$ cat src/rtl/thnpc_pkg.sv
// Package: shared types, widths and helper functions for the pair counter.
`default_nettype none
package thnpc_pkg;

  localparam int ROW_W   = 64;  // adjacency row width
  localparam int NODE_W  = 7;   // node count register width
  localparam int COUNT_W = 12;  // result width
  localparam int POP_W   = 7;   // popcount of one row

  typedef enum logic [2:0] {
    ST_LOAD,
    ST_OWN,
    ST_CAP,
    ST_WALK,
    ST_SUM
  } state_t;

  // Ones in every vertex position below n.
  function automatic logic [ROW_W-1:0] vertex_mask(input logic [NODE_W-1:0] n);
    logic [ROW_W-1:0] m;
    for (int k = 0; k < ROW_W; k++) begin
      m[k] = (NODE_W'(k) < n);
    end
    return m;
  endfunction

  function automatic logic [POP_W-1:0] pop_count(input logic [ROW_W-1:0] x);
    logic [POP_W-1:0] c;
    c = '0;
    for (int k = 0; k < ROW_W; k++) begin
      c = c + POP_W'(x[k]);
    end
    return c;
  endfunction

endpackage
`default_nettype wire

$ cat src/rtl/thnpc_ram.sv
// Generic single-write, single-read RAM with registered read data.
`default_nettype none
module thnpc_ram #(
  parameter int WIDTH = 64,
  parameter int DEPTH = 64
) (
  input  wire logic                     clk,
  input  wire logic                     we,
  input  wire logic [$clog2(DEPTH)-1:0] waddr,
  input  wire logic [WIDTH-1:0]         wdata,
  input  wire logic [$clog2(DEPTH)-1:0] raddr,
  output logic      [WIDTH-1:0]         rdata
);

  logic [WIDTH-1:0] mem [DEPTH];

  always_ff @(posedge clk) begin
    if (we) begin
      mem[waddr] <= wdata;
    end
    rdata <= mem[raddr];
  end

endmodule
`default_nettype wire

$ cat src/rtl/two_hop_nonneighbor_pair_count_unit.sv
// Top level: loads adjacency rows into RAM and counts two-hop non-neighbor pairs.
//
// Usage:
//   Input: drive start with in_row_bits; a row transfers on a clock edge
//   with start high and busy low. Rows 0..n-1 of a matrix arrive in order,
//   n being the node_count register clamped to 1..MAX_NODES. Rows stream
//   at one per cycle while the block is loading.
//   Config: cfg_data transfers when cfg_valid and cfg_ready are high;
//   cfg_ready is high whenever the block is loading. A write restarts the
//   current matrix.
//   Result: after the last row the block goes busy and walks the stored
//   matrix: for each row i it reads row i, then every row j over the single
//   RAM read port, ORing rows of neighbors, then adds a popcount.
//   out_valid pulses for one cycle with out_pair_count in the cycle after
//   the last sum, and busy drops at the same time. The receiver cannot
//   stall; out_valid is not held beyond that cycle, while out_pair_count
//   keeps its value until the next result.
//   Reset: rst_n (synchronous) clears the row counter, sets node_count to
//   64 and returns to loading. RAM contents are not cleared; only rows
//   written in the current matrix are ever read.
`default_nettype none
module two_hop_nonneighbor_pair_count_unit
  import thnpc_pkg::*;
#(
  parameter int MAX_NODES = 64
) (
  input  wire logic                clk,
  input  wire logic                rst_n,
  input  wire logic                start,
  output logic                     busy,
  input  wire logic [ROW_W-1:0]    in_row_bits,
  output logic                     out_valid,
  output logic      [COUNT_W-1:0]  out_pair_count,
  input  wire logic                cfg_valid,
  output logic                     cfg_ready,
  input  wire logic [NODE_W-1:0]   cfg_data
);

  localparam int AW = $clog2(MAX_NODES);

  state_t state_r, state_nxt;
  logic [NODE_W-1:0]  node_count_r, node_count_nxt;
  logic [AW-1:0]      rows_loaded_r, rows_loaded_nxt;
  logic [AW-1:0]      i_r, i_nxt;
  logic [AW-1:0]      j_r, j_nxt;
  logic [ROW_W-1:0]   own_r, own_nxt;
  logic [ROW_W-1:0]   reach_r, reach_nxt;
  logic [COUNT_W-1:0] total_r, total_nxt;
  logic               out_valid_r, out_valid_nxt;
  logic [COUNT_W-1:0] out_count_r, out_count_nxt;

  logic [NODE_W-1:0]  n_eff;
  logic [AW-1:0]      n_m1;
  logic [AW-1:0]      slot;
  logic [ROW_W-1:0]   mask;
  logic [ROW_W-1:0]   rem;
  logic [COUNT_W-1:0] sum;
  logic               in_xfer;
  logic               cfg_xfer;
  logic               ram_we;
  logic [AW-1:0]      ram_raddr;
  logic [ROW_W-1:0]   ram_rdata;

  // Effective vertex count: 0 acts as 1, anything above MAX_NODES as MAX_NODES.
  always_comb begin
    if (node_count_r == '0) begin
      n_eff = NODE_W'(1);
    end else if (node_count_r > NODE_W'(MAX_NODES)) begin
      n_eff = NODE_W'(MAX_NODES);
    end else begin
      n_eff = node_count_r;
    end
  end

  assign n_m1  = AW'(n_eff - NODE_W'(1));
  assign slot  = (rows_loaded_r >= n_m1) ? n_m1 : rows_loaded_r;
  assign mask  = vertex_mask(n_eff);
  assign rem   = reach_r & mask & ~own_r & ~(ROW_W'(1) << i_r);
  assign sum   = total_r + COUNT_W'(pop_count(rem));

  assign in_xfer  = start && !busy;
  assign cfg_xfer = cfg_valid && cfg_ready;
  assign ram_we   = in_xfer;

  thnpc_ram #(
    .WIDTH (ROW_W),
    .DEPTH (MAX_NODES)
  ) u_adj_ram (
    .clk   (clk),
    .we    (ram_we),
    .waddr (slot),
    .wdata (in_row_bits & mask),
    .raddr (ram_raddr),
    .rdata (ram_rdata)
  );

  // Next state and datapath
  always_comb begin
    state_nxt       = state_r;
    node_count_nxt  = node_count_r;
    rows_loaded_nxt = rows_loaded_r;
    i_nxt           = i_r;
    j_nxt           = j_r;
    own_nxt         = own_r;
    reach_nxt       = reach_r;
    total_nxt       = total_r;
    out_valid_nxt   = 1'b0;
    out_count_nxt   = out_count_r;
    case (state_r)
      ST_LOAD: begin
        if (in_xfer) begin
          if (slot == n_m1) begin
            rows_loaded_nxt = '0;
            i_nxt           = '0;
            total_nxt       = '0;
            state_nxt       = ST_OWN;
          end else begin
            rows_loaded_nxt = slot + AW'(1);
          end
        end
        if (cfg_xfer) begin
          node_count_nxt  = cfg_data;
          rows_loaded_nxt = '0;
        end
      end
      ST_OWN: begin
        state_nxt = ST_CAP;
      end
      ST_CAP: begin
        own_nxt   = ram_rdata & mask;
        reach_nxt = '0;
        j_nxt     = '0;
        state_nxt = ST_WALK;
      end
      ST_WALK: begin
        // ram_rdata holds row j_r, read last cycle
        if (own_r[6'(j_r)]) begin
          reach_nxt = reach_r | ram_rdata;
        end
        if (j_r == n_m1) begin
          state_nxt = ST_SUM;
        end else begin
          j_nxt = j_r + AW'(1);
        end
      end
      ST_SUM: begin
        total_nxt = sum;
        if (i_r == n_m1) begin
          out_valid_nxt = 1'b1;
          out_count_nxt = sum;
          state_nxt     = ST_LOAD;
        end else begin
          i_nxt     = i_r + AW'(1);
          state_nxt = ST_OWN;
        end
      end
      default: begin
        state_nxt = ST_LOAD;
      end
    endcase
  end

  // Outputs and RAM read address
  always_comb begin
    busy      = 1'b1;
    cfg_ready = 1'b0;
    ram_raddr = i_r;
    case (state_r)
      ST_LOAD: begin
        busy      = 1'b0;
        cfg_ready = 1'b1;
      end
      ST_OWN:  ram_raddr = i_r;
      ST_CAP:  ram_raddr = '0;
      ST_WALK: ram_raddr = j_r + AW'(1);
      ST_SUM:  ram_raddr = i_r;
      default: ram_raddr = i_r;
    endcase
  end

  always_ff @(posedge clk) begin
    if (!rst_n) begin
      state_r       <= ST_LOAD;
      node_count_r  <= NODE_W'(64);
      rows_loaded_r <= '0;
      out_valid_r   <= 1'b0;
    end else begin
      state_r       <= state_nxt;
      node_count_r  <= node_count_nxt;
      rows_loaded_r <= rows_loaded_nxt;
      out_valid_r   <= out_valid_nxt;
    end
  end

  always_ff @(posedge clk) begin
    i_r         <= i_nxt;
    j_r         <= j_nxt;
    own_r       <= own_nxt;
    reach_r     <= reach_nxt;
    total_r     <= total_nxt;
    out_count_r <= out_count_nxt;
  end

  assign out_valid      = out_valid_r;
  assign out_pair_count = out_count_r;

endmodule
`default_nettype wire
$ cat config.mk
export PLATFORM = sky130hd
export DESIGN_NAME = two_hop_nonneighbor_pair_count_unit
export DESIGN_NICKNAME = d
export VERILOG_FILES = /design/src/rtl/thnpc_pkg.sv /design/src/rtl/thnpc_ram.sv /design/src/rtl/two_hop_nonneighbor_pair_count_unit.sv
export SDC_FILE = /design/constraint.sdc
export NUM_CORES = 2
export LEC_CHECK = 0
export BUFFER_PORTS_ARGS = -buffer_cell sky130_fd_sc_hd__buf_2
export CORE_MARGIN = 2
export CORE_UTILIZATION = 40
export CTS_CLUSTER_DIAMETER = 120
export CTS_CLUSTER_SIZE = 20
export DETAILED_ROUTE_END_ITERATION = 7
export PLACE_DENSITY = 0.59
export SETUP_SLACK_MARGIN = 0.05
export SLEW_MARGIN = 0
export SYNTH_ARGS = -nofsm -noshare
export SYNTH_HDL_FRONTEND = slang
export SYNTH_SLANG_ARGS = --single-unit
$ cat constraint.sdc
create_clock -name clk -period 18.2 [get_ports clk]
set_clock_uncertainty 0.05 [all_clocks]
set_input_delay 0.91 -clock clk [delete_from_list [all_inputs] [get_ports clk]]
set_output_delay 0.91 -clock clk [all_outputs]
set_load 0.02 [all_outputs]
==> results.cfg <==
[sta]
grt_setup_unrepaired = no
setup_slack_ps = 7823
finalSetupViolations = 0
drv_slew = 2
clock.fmax_mhz = 96.37
fin_setup_tns_ps = 0
worst_pin_slew_ps = 1530
hold_viol = 0
max_slew_margin = -0.04623
finalCritPeriodShare = 0.5702
min_period_ps = 10380

[finish]
fillCellCount = 38672
multiInputGateArea_sq_mm = 0.04382
layout.nets = 11316
regArea_sq_mm = 0.1295
drive_above_1_share = 0.08202
areaGrowthSynthToFinish_pct = 8.673

[detailed_routing]
drc = 0
wl_per_cell_um = 33.87
totalWireLength_mm = 584.6
viasPerCell = 6.009
drt_pre_antenna_iters = 6
antenna_left = 0
routed-via-count = 103716
drt_iter0_drc = 14351

[logic_synthesis]
synthMuxAreaShare = 0.1034
synth_top_cell_area_share = 0.7259
yosysSeqAreaShare = 0.7351
synth_simple_gate_area_frac = 0.07293
synth_compound_area_frac = 0.05588
synth_adder_area_share = 0.009415
synth.distinct_cells = 92
synth_area_leaders = edfxtp_1 73%, mux2i_1 10%, nand2_1 3.2%, nand3_1 2.3%, o211a_1 0.95%
synthFlopType = edfxtp_1
synth_top_family_by_area = multiplexers
async_flop_share = 0
synth-xor-area-share = 0.001384
yosys-top-cells-count = 4260 x edfxtp_1, 1771 x mux2i_1, 1487 x nand2_1
synth_seq_cells = 4341
synth_edf_count = 4260
synth.cell_area_sq_mm = 0.1762
syn_inst = 11187
synth.net_count = 11361
synth.avg_cell_area_sq_um = 15.75
yosysMostFrequentCell = edfxtp_1
synth.yosys.warnings = 0
yosys.area.top_type = edfxtp_1

[placed_design]
hpwl_mm = 333.2
portBuffers = 89
pre_cts_slack_ps = 7968
gp_congestion = 0.9261

[worst_hold_path]
holdPathStages = 2
hp-class = primary input to register
min_from = rst_n
hold_end = out_valid

[power]
p_sw_mw = 9.647
clkPwrFrac = 0.214
combPwrFrac = 0.343
leakage_nw = 63.92
ir_drop_mv = 0.4856
sw_frac_of_total = 0.3566
power_density_mw_per_mm2 = 141.2
cellInternalPower_mw = 17.40
pwr-share-seq = 0.443

[critical_path]
r2r_slack_ps = 7820
path_common_cell = fa_1
cp-start-kind = register
r2r_start = i_r[0]
path_class = register to register
cp_slowest_cell = ha_1
cp_max_fo = 36
endpoint_kind = register
reg2regPathDepth = 28
rr_endpoint = total_r[8]
crit_required_ps = 18870
arrival_ps = 11040
cpPeakStageDelay_ps = 790

[cts]
cts-root-buf = clkbuf_16
cts.sinks = 4341
htreeDepth = 4
cts_resized = 0
insertion_delay_ps = 1010
clk_pin_slew_worst_paths_ps = 100
clockBufferDepth = 4
postCtsSetupBuffers = 0
cts_hold_buf = 0
tritoncts = done
cts_buffers = 240

[run_status]
outcome = complete, but fails checks
violations = capacitance limit, slew limit

[global_route]
grt_pass1_vias = 97983
grt_usage = 0.2545
overflow = 0
grt_max_degree = 150
grt_pass1_wl_mm = 798.1
grt_antenna_before_repair = 42

[floorplan]
pin_count = 90
dieArea_sq_mm = 0.4459
die_width_um = 667.8
row_count = 243
dieHeight_um = 667.8
coreArea_sq_mm = 0.4384
start_util = 0.4020

[job]
cap_violations = 1
critical path: cells and delay by family, from the launching register on:
kind	cells	cell delay, ps
fa+ha+maj	11	5790
compound gates	5	1070
buf+inv	7	1080
flops	1	610
simple gates	5	1460
layer usage:
layer	vias to the layer above	GRT usage	wire (um)
li1	43102	-	-
met1	54201	0.3561	239300
met2	5473	0.3982	266400
met3	926	0.03941	51950
met4	14	0.1040	26970
met5	-	0	89
worst max path at each step:
stage,from,endpoint,slack (ps),cells past startpoint
finish,i_r[0],total_r[8],7820,28
detailed placement,i_r[0],total_r[8],7970,28
global route,i_r[0],total_r[8],7500,28
global placement,i_r[0],total_r[8],7800,28
floorplan,i_r[0],total_r[8],9740,30
CTS,i_r[0],total_r[8],7920,28
cells by family after synthesis:
logic type	after synthesis
DFF	4341
AOI/OAI and AO/OA	1205
muxes	1794
xor gates and xnor gates	27
buffers and inverters	824
and+or+nand+nor	2897
adders and majority gates	99
stage by stage:
stage          utilization  total power, mW  instances  hold slack [ps]  area, sq um
6_report            0.4368            27.05      17261            177.3       191500
3_5_place_dp        0.4205            21.37      16780            441.1       184400
5_1_grt             0.4367            28.21      17249            167.9       191500
2_1_floorplan            -            18.06      11187            416.5       176200
4_1_cts             0.4365            27.06      17206            107.6       191400
3_3_place_gp        0.4205            21.56      16779            429.0       184400
cell usage in the layout (no fill, tap or decap), types with 94 or more instances in the layout:
master | netlist | final
nand2_1 | 1487 | 1481
a32oi_1 | 159 | 159
nand3_1 | 803 | 803
inv_1 | 98 | 98
a2111oi_0 | 99 | 94
a21oi_1 | 125 | 124
edfxtp_1 | 4260 | 4260
buf_4 | 82 | 326
a211oi_1 | 103 | 103
nor2_1 | 277 | 206
a311oi_1 | 96 | 96
clkbuf_1 | 282 | 168
mux2i_1 | 1771 | 1771
clkbuf_16 | 0 | 241
o211a_1 | 168 | 168
power groups by stage:
stage	Sequential, mW	Clock, mW	Combinational (mW)
after CTS	12.0	5.87	9.22
final	12.0	5.79	9.29
after detailed placement	12.2	0	9.18
after floorplan	12.1	0	5.99
after global placement	12.2	0	9.36
after global routing	12.0	6.21	10.0
state kept, by name, summed over array words and instances, names as in the netlist, 3 cells and up:
| name | cells |
|---|---|
| u_adj_ram.mem | 4096 |
| own_r | 64 |
| reach_r | 64 |
| u_adj_ram.rdata | 64 |
| out_pair_count | 12 |
| total_r | 12 |
| node_count_r | 7 |
| i_r | 6 |
| j_r | 6 |
| rows_loaded_r | 6 |
| state_r | 3 |
layout make-up:
| cell class | count | area share |
|---|---|---|
| flip-flops and latches | 4341 | 0.6764 |
| repair buffers | 433 | 0.01693 |
| diodes | 55 | 0.0007187 |
| clock inverters | 16 | 0.001751 |
| inverters | 104 | 0.002051 |
| well taps | 5880 | 0.03842 |
| multi-input cells | 6022 | 0.2288 |
| clock buffers | 410 | 0.03486 |
Power figures use the tool's default switching activity.
